--- config.mk ---
export PLATFORM = sky130hd
export DESIGN_NAME = length_prefixed_frame_receiver
export DESIGN_NICKNAME = d
export VERILOG_FILES = /design/src/hdl/lpfr_pkg.sv /design/src/hdl/lpfr_core.sv /design/src/hdl/length_prefixed_frame_receiver.sv
export SDC_FILE = /design/constraint.sdc
export NUM_CORES = 1
export LEC_CHECK = 0
export ABC_AREA = 1
export BUFFER_PORTS_ARGS = -buffer_cell sky130_fd_sc_hd__buf_2
export CAP_MARGIN = 0
export CORE_MARGIN = 1.5
export CORE_UTILIZATION = 33
export DETAILED_ROUTE_END_ITERATION = 8
export GPL_ROUTABILITY_DRIVEN = 0
export PLACE_DENSITY = 0.6
export SYNTH_ARGS = -nofsm -noshare
export SYNTH_HDL_FRONTEND = slang
export SYNTH_SLANG_ARGS = --single-unit
export TNS_END_PERCENT = 20
--- constraint.sdc ---
create_clock -name clock -period 5.81 [get_ports clock]
set_input_delay 0.581 -clock clock [delete_from_list [all_inputs] [get_ports clock]]
set_output_delay 0.581 -clock clock [all_outputs]
set_load 0.03 [all_outputs]
--- src/hdl/lpfr_pkg.sv ---
// ----------------------------------------------------------------------------
// lpfr_pkg
// Shared types and codes for the length-prefixed frame receiver.
// ----------------------------------------------------------------------------
package lpfr_pkg;

   localparam int unsigned CsrDataWidth  = 32;
   localparam int unsigned CsrIndexWidth = 2;

   localparam logic [CsrIndexWidth-1:0] CSR_MAX_BODY        = 2'd0;
   localparam logic [CsrIndexWidth-1:0] CSR_FRAMES_PER_POLL = 2'd1;
   localparam logic [CsrIndexWidth-1:0] CSR_QUEUE_SLOTS     = 2'd2;

   localparam logic [31:0] MAX_BODY_RESET        = 32'd65536;
   localparam logic [15:0] FRAMES_PER_POLL_RESET = 16'd16;
   localparam logic [15:0] QUEUE_SLOTS_RESET     = 16'd64;

   localparam logic [1:0] KIND_DATA   = 2'd0;
   localparam logic [1:0] KIND_POLL   = 2'd1;
   localparam logic [1:0] KIND_FREED  = 2'd2;
   localparam logic [1:0] KIND_CLOSED = 2'd3;

   localparam logic [2:0] ST_ACK        = 3'd0;
   localparam logic [2:0] ST_LENGTH     = 3'd1;
   localparam logic [2:0] ST_BODY       = 3'd2;
   localparam logic [2:0] ST_FRAME_DONE = 3'd3;
   localparam logic [2:0] ST_REFUSED    = 3'd4;
   localparam logic [2:0] ST_BAD_LENGTH = 3'd5;
   localparam logic [2:0] ST_CLOSED     = 3'd6;

   typedef struct packed {
      logic [1:0] kind;
      logic [7:0] data_byte;
   } req_type;

   typedef struct packed {
      logic [2:0]  status;
      logic [7:0]  body_byte;
      logic [31:0] frame_length;
      logic        last_of_frame;
   } rsp_type;

   typedef struct packed {
      logic                     wr_en;
      logic [CsrIndexWidth-1:0] index;
      logic [CsrDataWidth-1:0]  wr_data;
   } csr_wr_type;

endpackage

--- src/hdl/lpfr_core.sv ---
// ----------------------------------------------------------------------------
// lpfr_core
// Deframing state, budget and occupancy tracking, and configuration registers.
// Computes the response word for the current request word.
// ----------------------------------------------------------------------------
module lpfr_core import lpfr_pkg::*; (
   input  logic       clock,
   input  logic       reset,
   input  csr_wr_type csr,
   input  logic       accept,
   input  req_type    req,
   output rsp_type    rsp
);

   typedef enum logic [1:0] {
      PH_IDLE,
      PH_LEN,
      PH_BODY,
      PH_CLOSED
   } phase_type;

   phase_type   phase_ff, phase_in;
   logic [31:0] bytes_used_ff, bytes_used_in;
   logic [31:0] length_shift_ff, length_shift_in;
   logic [31:0] body_length_ff, body_length_in;
   logic [15:0] frame_budget_ff, frame_budget_in;
   logic [15:0] queued_frames_ff, queued_frames_in;

   logic [31:0] max_body_ff;
   logic [15:0] frames_per_poll_ff;
   logic [15:0] queue_slots_ff;

   logic [15:0] free_slots;
   logic [31:0] shifted;
   logic [31:0] used_next;

   always_ff @(posedge clock) begin
      if (reset) begin
         max_body_ff        <= MAX_BODY_RESET;
         frames_per_poll_ff <= FRAMES_PER_POLL_RESET;
         queue_slots_ff     <= QUEUE_SLOTS_RESET;
      end else if (csr.wr_en) begin
         unique case (csr.index)
            CSR_MAX_BODY:        max_body_ff        <= csr.wr_data;
            CSR_FRAMES_PER_POLL: frames_per_poll_ff <= csr.wr_data[15:0];
            CSR_QUEUE_SLOTS:     queue_slots_ff     <= csr.wr_data[15:0];
            default: ;
         endcase
      end
   end

   always_comb begin
      free_slots = (queue_slots_ff > queued_frames_ff) ?
                   (queue_slots_ff - queued_frames_ff) : 16'd0;
      shifted    = (phase_ff == PH_IDLE) ? {24'd0, req.data_byte}
                                         : {length_shift_ff[23:0], req.data_byte};
      used_next  = (phase_ff == PH_IDLE) ? 32'd1 : (bytes_used_ff + 32'd1);

      phase_in         = phase_ff;
      bytes_used_in    = bytes_used_ff;
      length_shift_in  = length_shift_ff;
      body_length_in   = body_length_ff;
      frame_budget_in  = frame_budget_ff;
      queued_frames_in = queued_frames_ff;

      rsp.status        = ST_ACK;
      rsp.body_byte     = 8'd0;
      rsp.frame_length  = 32'd0;
      rsp.last_of_frame = 1'b0;

      if (phase_ff == PH_CLOSED) begin
         rsp.status = ST_CLOSED;
      end else begin
         case (req.kind)
            KIND_CLOSED: begin
               phase_in   = PH_CLOSED;
               rsp.status = ST_CLOSED;
            end
            KIND_POLL: begin
               if (phase_ff == PH_IDLE) begin
                  frame_budget_in = (frames_per_poll_ff < free_slots) ?
                                    frames_per_poll_ff : free_slots;
               end
            end
            KIND_FREED: begin
               if (queued_frames_ff != 16'd0) begin
                  queued_frames_in = queued_frames_ff - 16'd1;
               end
            end
            default: begin
               if (phase_ff == PH_IDLE && frame_budget_ff == 16'd0) begin
                  rsp.status = ST_REFUSED;
               end else if (phase_ff == PH_IDLE || phase_ff == PH_LEN) begin
                  if (phase_ff == PH_IDLE) begin
                     frame_budget_in = frame_budget_ff - 16'd1;
                  end
                  length_shift_in = shifted;
                  bytes_used_in   = used_next;
                  phase_in        = PH_LEN;
                  rsp.status       = ST_LENGTH;
                  rsp.frame_length = shifted;
                  if (used_next >= 32'd4) begin
                     body_length_in = shifted;
                     bytes_used_in  = 32'd0;
                     if (shifted == 32'd0 || shifted > max_body_ff) begin
                        phase_in   = PH_CLOSED;
                        rsp.status = ST_BAD_LENGTH;
                     end else begin
                        phase_in = PH_BODY;
                     end
                  end
               end else begin
                  rsp.body_byte    = req.data_byte;
                  rsp.frame_length = body_length_ff;
                  bytes_used_in    = used_next;
                  if (used_next >= body_length_ff) begin
                     phase_in          = PH_IDLE;
                     bytes_used_in     = 32'd0;
                     rsp.status        = ST_FRAME_DONE;
                     rsp.last_of_frame = 1'b1;
                     if (queued_frames_ff != 16'hFFFF) begin
                        queued_frames_in = queued_frames_ff + 16'd1;
                     end
                  end else begin
                     rsp.status = ST_BODY;
                  end
               end
            end
         endcase
      end
   end

   always_ff @(posedge clock) begin
      if (reset) begin
         phase_ff         <= PH_IDLE;
         bytes_used_ff    <= 32'd0;
         length_shift_ff  <= 32'd0;
         body_length_ff   <= 32'd0;
         frame_budget_ff  <= 16'd0;
         queued_frames_ff <= 16'd0;
      end else if (accept) begin
         phase_ff         <= phase_in;
         bytes_used_ff    <= bytes_used_in;
         length_shift_ff  <= length_shift_in;
         body_length_ff   <= body_length_in;
         frame_budget_ff  <= frame_budget_in;
         queued_frames_ff <= queued_frames_in;
      end
   end

endmodule

--- src/hdl/length_prefixed_frame_receiver.sv ---
// ----------------------------------------------------------------------------
// length_prefixed_frame_receiver
// Deframes a byte stream of 4-byte big-endian length-prefixed frames.
// ----------------------------------------------------------------------------
// Takes one request word per cycle while req_stall is low (data byte, poll,
// slot freed or peer closed) and returns exactly one registered response word
// for each. All per-word work is a single pass through the deframing
// logic into the response or skid register; a two-entry output stage (response
// register plus skid register) keeps req_stall registered, so input flows at
// one word per cycle as long as rsp_stall stays low, and req_stall rises only
// once both entries hold words the consumer has not taken. A bad length or
// peer close leaves the receiver closed until reset.
// ----------------------------------------------------------------------------
module length_prefixed_frame_receiver import lpfr_pkg::*; (
   input  logic                     clock,
   input  logic                     reset,
   input  logic                     csr_wr_en,
   input  logic [CsrIndexWidth-1:0] csr_index,
   input  logic [CsrDataWidth-1:0]  csr_wr_data,
   input  logic                     req_valid,
   output logic                     req_stall,
   input  req_type                  req_data,
   output logic                     rsp_valid,
   input  logic                     rsp_stall,
   output rsp_type                  rsp_data
);

   csr_wr_type csr;
   rsp_type    result;
   logic       accept;
   logic       take;

   logic    out_valid_ff;
   rsp_type out_data_ff;
   logic    skid_valid_ff;
   rsp_type skid_data_ff;

   assign csr.wr_en   = csr_wr_en;
   assign csr.index   = csr_index;
   assign csr.wr_data = csr_wr_data;

   assign accept    = req_valid && !skid_valid_ff;
   assign take      = out_valid_ff && !rsp_stall;
   assign req_stall = skid_valid_ff;
   assign rsp_valid = out_valid_ff;
   assign rsp_data  = out_data_ff;

   lpfr_core u_core (
      .clock  (clock),
      .reset  (reset),
      .csr    (csr),
      .accept (accept),
      .req    (req_data),
      .rsp    (result)
   );

   // output register plus skid entry
   always_ff @(posedge clock) begin
      if (reset) begin
         out_valid_ff  <= 1'b0;
         skid_valid_ff <= 1'b0;
      end else if (skid_valid_ff) begin
         if (take) begin
            out_data_ff   <= skid_data_ff;
            skid_valid_ff <= 1'b0;
         end
      end else if (!out_valid_ff || take) begin
         out_valid_ff <= accept;
         if (accept) begin
            out_data_ff <= result;
         end
      end else if (accept) begin
         skid_valid_ff <= 1'b1;
         skid_data_ff  <= result;
      end
   end

endmodule

==> results.py, run 1 <==
metrics = {
    "run_status": {
        "status": "finished clean",
    },
    "power_and_ir_drop": {
        "p_leak_nw": 7.736,
        "clkPwrFrac_pct": 39.2,
        "p_sw_share_pct": 30.77,
        "combPwrFrac_pct": 20.3,
        "ir_worst_vdd_v": 0.0002251,
        "power.density_nw_per_um2": 290.0,
        "internal-power_mw": 3.620,
        "p_seq_share_pct": 40.6,
        "switching_power_mw": 1.609,
    },
    "grt": {
        "grt_max_degree": 72,
        "grt_antenna_before_repair": 1,
        "first_global_vias": 13726,
        "grt_overflow_total": 0,
        "grt_use_total_pct": 18.30,
        "grt_pass1_wl_um": 73000,
    },
    "sta": {
        "worstMarginPinSlew_ps": 1195,
        "final.min_clock_period_ps": 4672,
        "slew_headroom_pct": 20.12,
        "rsz0062_at_grt": "no",
        "fmax_mhz": 214.1,
        "skew_ps": 35.13,
        "worst_slack_ps": 1138,
        "setup_viol_count_final": 0,
        "post-route-period-util_pct": 80.41,
        "slew_viol_final": 0,
        "hold_violations": 0,
        "whs_ps": 285.8,
        "setup_tns_ps": 0,
    },
    "die": {
        "die_area_um2": 49730,
        "dieHeight_um": 223.0,
        "placementRows": 80,
        "start_util_pct": 33.45,
        "dieWidth_um": 223.0,
        "io_pins": 95,
        "fp.coreArea_um2": 47750,
    },
    "routing": {
        "drt_iter0_drc": 1097,
        "wl_per_cell_um": 16.31,
        "ant_nets": 0,
        "drcViolationCount": 0,
        "dr.max_layer_used": "met4",
        "dr_wl_met3_um": 2442,
        "via_per_inst": 5.113,
        "vias": 14553,
        "wl_met1_um": 20650,
        "first_pass_iters": 7,
        "wl_um": 46430,
        "dr_wl_met2_um": 21460,
    },
    "synthesis": {
        "yosys_register_bits": 276,
        "yosys-top-cells-area": "dfxtp_1 (24%), edfxtp_1 (17%), nand2_1 (10%), ha_1 (9.0%), a21oi_1 (8.1%)",
        "synthAdderAreaFrac_pct": 9.260,
        "synthSimpleGateAreaFrac_pct": 23.29,
        "ys_seq_area_share_pct": 40.11,
        "syn_inst": 2155,
        "synth_top_family_by_area": "simple AND/OR/NAND/NOR gates",
        "synth-async-reset-ratio_pct": 0,
        "synth_edf_count": 88,
        "yosysTopAreaCellShare_pct": 23.56,
        "ys.flop_type": "dfxtp_1",
        "synth.mux.area_fraction_pct": 0,
        "yosysMostFrequentCell": "nand2_1",
        "synth_cell_types": 49,
        "synth_warnings": 0,
        "synth_area_leader_cell": "dfxtp_1",
        "synth_compound_area_share_pct": 17.46,
        "synth.avg_cell_area_um2": 7.411,
        "synth_xor_area_share_pct": 0.8226,
        "netlist_area_um2": 15970,
        "synthTopCellsByCount": "nand2_1 (445), inv_1 (270), a21oi_1 (258)",
        "synth.net_count": 2321,
    },
    "clock_tree": {
        "cts_setup_buffers": 0,
        "ctsRootBufferMaster": "clkbuf_16",
        "clk_pin_slew_ps": 60,
        "htree_levels": 1,
        "cts_buffer_depth": 3,
        "numCtsBuffers": 30,
        "worst_skew_pair.late_latency_ps": 600,
        "clkSinkCount": 276,
        "holdBufCountCts": 0,
        "cts_tree": "built",
        "cts_resized": 0,
    },
    "worst_hold_path": {
        "min_from": "csr_wr_data[23]",
        "hold_path_class": "in -> reg",
    },
    "layout": {
        "fin_cells": 2846,
        "diodes": 0,
        "drive_gt1_share_pct": 9.458,
        "final_cell_area_um2": 18030,
        "fillers": 4895,
        "synthToLayoutAreaGrowth_pct": 12.89,
        "layout.nets": 2374,
    },
    "setup_path": {
        "crit_type": "reg -> reg",
        "worstReg2RegStart": "u_core.queued_frames_ff[13]$_SDFFE_PP0P_",
        "cp-end-kind": "register",
        "cp-start-kind": "register",
        "crit_fanout": 17,
        "crit_start": "u_core.queued_frames_ff[13]$_SDFFE_PP0P_",
        "required_ps": 6320,
        "cp.arrival_ps": 5180,
    },
    "place": {
        "dpl_cell_area_um2": 16970,
        "numPortBuffers": 94,
        "placed_cells": 2791,
        "pre_cts_ws_ps": 1191,
        "dpl.hpwl_um": 34450,
    },
    "job": {
        "max_cap_viol_count": 0,
    },
}
power groups by stage:
stage	Sequential [mW]	Clock [mW]	Combinational (mW)
floorplan	2.19	0	0.755
global placement	2.16	0	1.04
detailed placement	2.16	0	1.05
CTS	2.12	2.08	1.06
global route	2.13	2.15	1.21
finish	2.12	2.05	1.06
flip-flops by register name, indices dropped and copies added, names as in the netlist:
name	cells
req_stall	1
rsp_data	44
rsp_valid	1
skid_data_ff	44
u_core.body_length_ff	32
u_core.bytes_used_ff	32
u_core.frame_budget_ff	16
u_core.frames_per_poll_ff	16
u_core.length_shift_ff	24
u_core.max_body_ff	32
u_core.phase_ff	2
u_core.queue_slots_ff	16
u_core.queued_frames_ff	16
area by class of cell:
type / count / area, um^2 / share of cell area, %
inverter: 278 / 1045 / 5.795
sequential: 276 / 6407 / 35.54
clock buffer: 43 / 894.6 / 4.962
tap: 615 / 769.5 / 4.268
multi-input combinational: 1509 / 8134 / 45.11
timing repair buffer: 113 / 613.1 / 3.400
clock inverter: 12 / 166.4 / 0.9230
worst paths after layout:
check	end	slack (ps)	depth (start not counted)
setup / recovery	u_core.frame_budget_ff[0]$_SDFFE_PP0P_	1140	18
hold reg to reg	u_core.length_shift_ff[19]$_SDFFE_PP0P_	450	2
hold / removal	u_core.max_body_ff[23]$_SDFFE_PP0P_	290	3
setup reg to reg	u_core.frame_budget_ff[0]$_SDFFE_PP0P_	1140	18
per-stage QoR:
stage / utilization, % / total power, mW
3_5_place_dp: 35.54 / 3.215
5_1_grt: 37.76 / 5.492
6_report: 37.76 / 5.229
3_3_place_gp: 35.54 / 3.198
2_1_floorplan: - / 2.942
4_1_cts: 37.76 / 5.259
critical path, cell delays in order, from the launching register on:
cell and delay (ps):
dfxtp_1 400, inv_1 100, ha_1 370, nand2_1 90
nor2_1 180, and2_1 190, nand2_1 80, a21boi_1 790
a21boi_0 240, o21ai_0 160, ha_1 330, a21oi_1 160
nor2_1 60, a211oi_1 180, o221a_2 450, nand2_1 400
nand2_1 170, nand3_1 110, a21oi_1 140
cells by family after synthesis:
group / after synthesis
buffers and inverters: 370
flip-flops: 276
XOR/XNOR: 15
AO/OA/AOI/OAI: 515
adder cells (fa/ha/maj): 117
AND/OR/NAND/NOR: 862
cell usage in the layout (no fill, tap or decap), types with 3 or more instances in the layout:
cell type,count
nand2_1,445
inv_1,269
a21oi_1,258
dfxtp_1,187
nor2_1,171
o21ai_0,151
ha_1,115
nand3_1,111
buf_2,94
edfxtp_1,88
nand4_1,56
a211oi_1,37
clkbuf_16,32
nor3_1,28
o21ai_1,27
buf_4,19
nor4_1,11
nor2_2,9
or2_2,8
o211ai_1,8
a21boi_0,8
xnor2_1,8
inv_2,7
xor2_1,7
clkinv_2,7
nor2_4,6
o21bai_1,6
nand2_2,5
a31oi_1,5
clkbuf_8,5
a21o_1,4
clkbuf_1,4
nand2_4,3
bufinv_16,3
routing by layer:
| layer | global-route usage [%] | vias up |
|---|---|---|
| met5 | 0 | - |
| met1 | 23.99 | 6724 |
| li1 | - | 7364 |
| met4 | 7.198 | 0 |
| met3 | 2.397 | 94 |
| met2 | 30.50 | 371 |
Note: power is estimated with default switching activity, not from simulation.
==> run 2: changes to the inputs <==
==> constraint.sdc (replaced) <==
create_clock -name clock -period 4.5 [get_ports clock]
set_input_delay 0.45 -clock clock [delete_from_list [all_inputs] [get_ports clock]]
set_output_delay 0.45 -clock clock [all_outputs]
set_load 0.03 [all_outputs]
==> results.py, run 2 (synthesized netlist as in run 1, its figures left out) <==
metrics = {
    "run_status": {
        "status": "finished clean",
    },
    "die": {
        "dieWidth_um": 223.0,
        "io_pins": 95,
        "placementRows": 80,
        "start_util_pct": 33.45,
        "die_area_um2": 49730,
        "fp.coreArea_um2": 47750,
        "dieHeight_um": 223.0,
    },
    "clock_tree": {
        "htree_levels": 1,
        "worst_skew_pair.late_latency_ps": 600,
        "clkSinkCount": 276,
        "clk_pin_slew_ps": 60,
        "ctsRootBufferMaster": "clkbuf_16",
        "numCtsBuffers": 31,
        "cts_buffer_depth": 3,
        "cts_setup_buffers": 0,
        "cts_tree": "built",
    },
    "routing": {
        "ant_nets": 0,
        "wl_per_cell_um": 16.29,
        "wl_um": 46490,
        "first_pass_iters": 5,
        "drcViolationCount": 0,
        "vias": 14630,
        "drt_iter0_drc": 1123,
        "via_per_inst": 5.124,
    },
    "power_and_ir_drop": {
        "p_seq_share_pct": 40.3,
        "combPwrFrac_pct": 20.7,
        "p_leak_nw": 7.765,
        "clkPwrFrac_pct": 38.9,
        "total_power_mw": 6.794,
        "ir_worst_vdd_v": 0.0003078,
        "p_sw_share_pct": 30.91,
        "internal-power_mw": 4.695,
        "power.density_nw_per_um2": 375.5,
        "switching_power_mw": 2.100,
    },
    "sta": {
        "slew_viol_final": 0,
        "final.min_clock_period_ps": 3959,
        "whs_ps": 144.2,
        "setup_tns_ps": 0,
        "worstMarginPinSlew_ps": 1140,
        "hold_violations": 0,
        "fmax_mhz": 252.6,
        "skew_ps": 19.95,
        "post-route-period-util_pct": 87.97,
        "rsz0062_at_grt": "no",
        "worst_slack_ps": 541.2,
        "setup_viol_count_final": 0,
        "slew_headroom_pct": 23.97,
    },
    "setup_path": {
        "required_ps": 4970,
        "path_common_cell": "nand2_1",
        "slowest_stage": "dfxtp_1",
        "crit_family": "simple AND/OR/NAND/NOR gates",
        "cp_cell_sequence": "inv_1 -> ha_1 -> nand2_1 -> nor2_1 -> and2_1 -> nand2_1 -> a21boi_1 -> buf_4 -> a21boi_0 -> o21ai_0 -> ha_1 -> nand4_1 -> nor3_1 -> nand2_2 -> nand2_4 -> nand2_1 -> nand3_1 -> a21oi_1",
        "crit_fanout": 17,
        "cp-end-kind": "register",
        "crit_type": "reg -> reg",
        "critPathBufInv": 2,
        "slowest_delay_ps": 400,
        "cp.arrival_ps": 4420,
        "cp-start-kind": "register",
    },
    "grt": {
        "grt_max_degree": 92,
        "first_global_vias": 14123,
        "grt_antenna_before_repair": 4,
        "grt_use_total_pct": 18.62,
        "grt_overflow_total": 0,
        "grt_pass1_wl_um": 74770,
    },
    "layout": {
        "layout.nets": 2381,
        "drive_gt1_share_pct": 9.643,
        "fillers": 4886,
        "mostFrequentLayoutCell": "nand2_1",
        "synthToLayoutAreaGrowth_pct": 13.28,
        "layout_common_cells": "nand2_1 (444), inv_1 (269), a21oi_1 (258)",
        "diodes": 0,
    },
    "place": {
        "dpl.hpwl_um": 34810,
        "pre_cts_ws_ps": 354.2,
        "numPortBuffers": 94,
    },
    "job": {
        "max_cap_viol_count": 0,
    },
    "worst_hold_path": {
        "hold_path_class": "in -> reg",
    },
}
[run 2: changes by cell type in the layout (fill, tap and decap cells not counted), sizes merged]
| cell | change |
|---|---|
| inv | +2 |
| buf | +6 |
| clkinv | +1 |
[run 2: power by group through the flow]
stage / registers (mW) / logic [mW] / clock network [mW]
6_report: 2.74 / 1.41 / 2.65
3_3_place_gp: 2.79 / 1.37 / 0
4_1_cts: 2.74 / 1.40 / 2.70
3_5_place_dp: 2.79 / 1.39 / 0
5_1_grt: 2.75 / 1.59 / 2.81
2_1_floorplan: 2.82 / 0.975 / 0
[run 2: stage by stage]
stage	instance area (um^2)	std cells	util, %
final	18090	2855	37.89
after global placement	17010	2797	35.63
after global routing	18090	2855	37.89
after CTS	18080	2855	37.88
after floorplan	15970	2155	-
after detailed placement	17010	2797	35.63
[run 2: worst register-to-register path, stage by stage (launching register included)]
cell	delay [ps]
dfxtp_1	400
inv_1	80
ha_1	360
nand2_1	90
nor2_1	180
and2_1	200
nand2_1	80
a21boi_1	370
buf_4	250
a21boi_0	170
o21ai_0	170
ha_1	360
nand4_1	140
nor3_1	210
nand2_2	280
nand2_4	260
nand2_1	80
nand3_1	80
a21oi_1	90
[run 2: path summary, 6_finish.rpt]
path | from | to | depth (start not counted) | slack [ps]
worst min-delay path | csr_wr_data[18] | u_core.max_body_ff[18]$_SDFFE_PP0P_ | 3 | 140
worst max register to register | u_core.queued_frames_ff[13]$_SDFFE_PP0P_ | u_core.frame_budget_ff[2]$_SDFFE_PP0P_ | 18 | 540
worst min register to register | u_core.length_shift_ff[7]$_SDFFE_PP0P_ | u_core.length_shift_ff[7]$_SDFFE_PP0P_ | 2 | 460
worst max-delay path | u_core.queued_frames_ff[13]$_SDFFE_PP0P_ | u_core.frame_budget_ff[2]$_SDFFE_PP0P_ | 18 | 540
[run 2: repair_timing]
item	4_1_cts	5_1_grt
hold buffers	0	0
gates resized for setup	0	2
endpoints found under the setup margin	0	16
hold endpoints to repair	0	0
[run 2: routing by layer]
metal | up-vias | GRT usage (%) | share of wire [%]
met5 | - | 0 | 0.045
met4 | 4 | 6.057 | 3.4
met3 | 93 | 2.384 | 4.9
met2 | 345 | 31.55 | 47
met1 | 6806 | 24.51 | 45
li1 | 7382 | - | -
[run 2: cell type report]
cell class                      instances  area [um^2]  share of cell area, %
Sequential cell                       276         6407                  35.41
Tap cell                              615        769.5                  4.253
Clock buffer                           43        892.1                  4.931
Clock inverter                         15        178.9                 0.9889
Timing Repair Buffer                  119        658.1                  3.638
Inverter                              278         1045                  5.775
Multi-Input combinational cell       1509         8142                  45.00
==> run 3: changes to the inputs <==
--- a/config.mk
+++ b/config.mk
@@ -12,6 +12,7 @@
 export CORE_UTILIZATION = 33
 export DETAILED_ROUTE_END_ITERATION = 8
 export GPL_ROUTABILITY_DRIVEN = 0
+export MAX_ROUTING_LAYER = met4
 export PLACE_DENSITY = 0.6
 export SYNTH_ARGS = -nofsm -noshare
 export SYNTH_HDL_FRONTEND = slang
==> results.py, run 3 (synthesized netlist as in run 1, its figures left out) <==
metrics = {
    "layout": {
        "mostFrequentLayoutCell": "nand2_1",
        "final_util_pct": 37.90,
        "final_cell_area_um2": 18100,
        "drive_gt1_share_pct": 9.643,
        "layout_common_cells": "nand2_1 (444), inv_1 (269), a21oi_1 (258)",
        "synthToLayoutAreaGrowth_pct": 13.31,
        "fillers": 4884,
        "layout.nets": 2381,
    },
    "sta": {
        "slew_headroom_pct": 24.24,
        "rsz0062_at_grt": "no",
        "setup_tns_ps": 0,
        "slew_viol_final": 0,
        "setup_viol_count_final": 0,
        "post-route-period-util_pct": 87.83,
        "whs_ps": 148.2,
        "hold_violations": 0,
        "skew_ps": 20.63,
        "worstMarginPinSlew_ps": 1136,
        "fmax_mhz": 253.0,
        "final.min_clock_period_ps": 3952,
    },
    "grt": {
        "grt_use_total_pct": 19.17,
        "grt_antenna_before_repair": 4,
        "first_global_vias": 14123,
        "grt_pass1_wl_um": 74640,
        "grt_overflow_total": 0,
        "grt_max_degree": 92,
    },
    "routing": {
        "wl_um": 46390,
        "first_pass_iters": 5,
        "ant_nets": 0,
        "vias": 14660,
        "drcViolationCount": 0,
        "wl_per_cell_um": 16.24,
        "drt_iter0_drc": 1169,
        "via_per_inst": 5.131,
    },
    "clock_tree": {
        "htree_levels": 1,
        "clk_pin_slew_ps": 60,
        "cts_tree": "built",
        "holdBufCountCts": 0,
        "clkSinkCount": 276,
        "ctsRootBufferMaster": "clkbuf_16",
        "numCtsBuffers": 31,
        "cts_setup_buffers": 0,
        "worst_skew_pair.late_latency_ps": 600,
        "cts_buffer_depth": 3,
    },
    "setup_path": {
        "worstReg2RegStart": "u_core.queued_frames_ff[13]$_SDFFE_PP0P_",
        "cp.arrival_ps": 4420,
        "required_ps": 4960,
        "path_common_cell": "nand2_1",
        "critPathBufInv": 2,
        "rrSetupSlack_ps": 550,
        "crit_family": "simple AND/OR/NAND/NOR gates",
        "crit_type": "reg -> reg",
        "slowest_delay_ps": 400,
        "cp_cell_sequence": "inv_1 -> ha_1 -> nand2_1 -> nor2_1 -> and2_1 -> nand2_1 -> a21boi_1 -> buf_4 -> a21boi_0 -> o21ai_0 -> ha_1 -> nand4_1 -> nor3_1 -> nand2_2 -> nand2_4 -> nand2_1 -> nand3_1 -> a21oi_1",
        "r2r_cells": 18,
        "cp-end-kind": "register",
        "crit_fanout": 17,
        "slowest_stage": "dfxtp_1",
        "crit_start": "u_core.queued_frames_ff[13]$_SDFFE_PP0P_",
        "worst-path-stages": 18,
        "cp-start-kind": "register",
    },
    "power_and_ir_drop": {
        "combPwrFrac_pct": 20.7,
        "ir_worst_vdd_v": 0.0003060,
        "p_seq_share_pct": 40.3,
        "internal-power_mw": 4.695,
        "clkPwrFrac_pct": 38.9,
        "switching_power_mw": 2.096,
        "power.density_nw_per_um2": 375.2,
        "p_leak_nw": 7.765,
        "p_sw_share_pct": 30.86,
        "total_power_mw": 6.791,
    },
    "place": {
        "dpl_cell_area_um2": 17010,
        "numPortBuffers": 94,
        "dpl.hpwl_um": 34810,
    },
    "die": {
        "io_pins": 95,
        "dieWidth_um": 223.0,
        "start_util_pct": 33.45,
        "dieHeight_um": 223.0,
        "placementRows": 80,
        "fp.coreArea_um2": 47750,
        "die_area_um2": 49730,
    },
    "worst_hold_path": {
        "min_from": "csr_wr_data[18]",
        "worstHoldPathCells": 3,
        "hold_path_class": "in -> reg",
    },
    "run_status": {
        "status": "finished clean",
    },
    "job": {
        "max_cap_viol_count": 0,
    },
}
run 3: area by class of cell:
class / instances / area, um^2 / share of cell area (%)
sequential: 276 / 6407 / 35.41
tap: 615 / 769.5 / 4.252
multi-input combinational: 1509 / 8142 / 44.99
clock inverter: 15 / 178.9 / 0.9887
inverter: 278 / 1045 / 5.773
timing repair buffer: 119 / 658.1 / 3.637
antenna: 2 / 5.005 / 0.02765
clock buffer: 43 / 892.1 / 4.929
run 3: through the flow:
stage                     instances  setup WS (ps)
after global placement         2797          471.6
final                          2857          547.6
after CTS                      2855          328.3
after detailed placement       2797          354.2
after floorplan                2155          53.29
after global routing           2857          73.26
run 3: what timing repair did:
item,CTS,global route
gates resized for setup,0,2
hold endpoints to repair,0,0
endpoints found under the setup margin,0,16
run 3: worst paths after layout:
path / endpoint
max: u_core.frame_budget_ff[2]$_SDFFE_PP0P_
min: u_core.max_body_ff[18]$_SDFFE_PP0P_
max reg2reg: u_core.frame_budget_ff[2]$_SDFFE_PP0P_
min reg2reg: u_core.length_shift_ff[13]$_SDFFE_PP0P_
run 3: power groups by stage:
stage	clock, mW	combinational (mW)	sequential, mW
2_1_floorplan	0	0.975	2.82
3_3_place_gp	0	1.37	2.79
3_5_place_dp	0	1.39	2.79
4_1_cts	2.70	1.40	2.74
5_1_grt	2.81	1.59	2.75
6_report	2.64	1.41	2.74
run 3: tightest hold or removal path: cells and delay by family:
family / cells / cell delay (ps)
compound gates: 2 / 170
buf+inv: 1 / 70
run 3: metal layers:
layer | wire (um) | vias up | share of wire [%] | global-route usage [%]
li1 | - | 7402 | - | -
met4 | 1551 | 0 | 3.3 | 6.057
met1 | 21130 | 6803 | 46 | 24.51
met2 | 21670 | 353 | 47 | 31.54
met5 | 0 | - | 0 | -
met3 | 2048 | 102 | 4.4 | 2.357
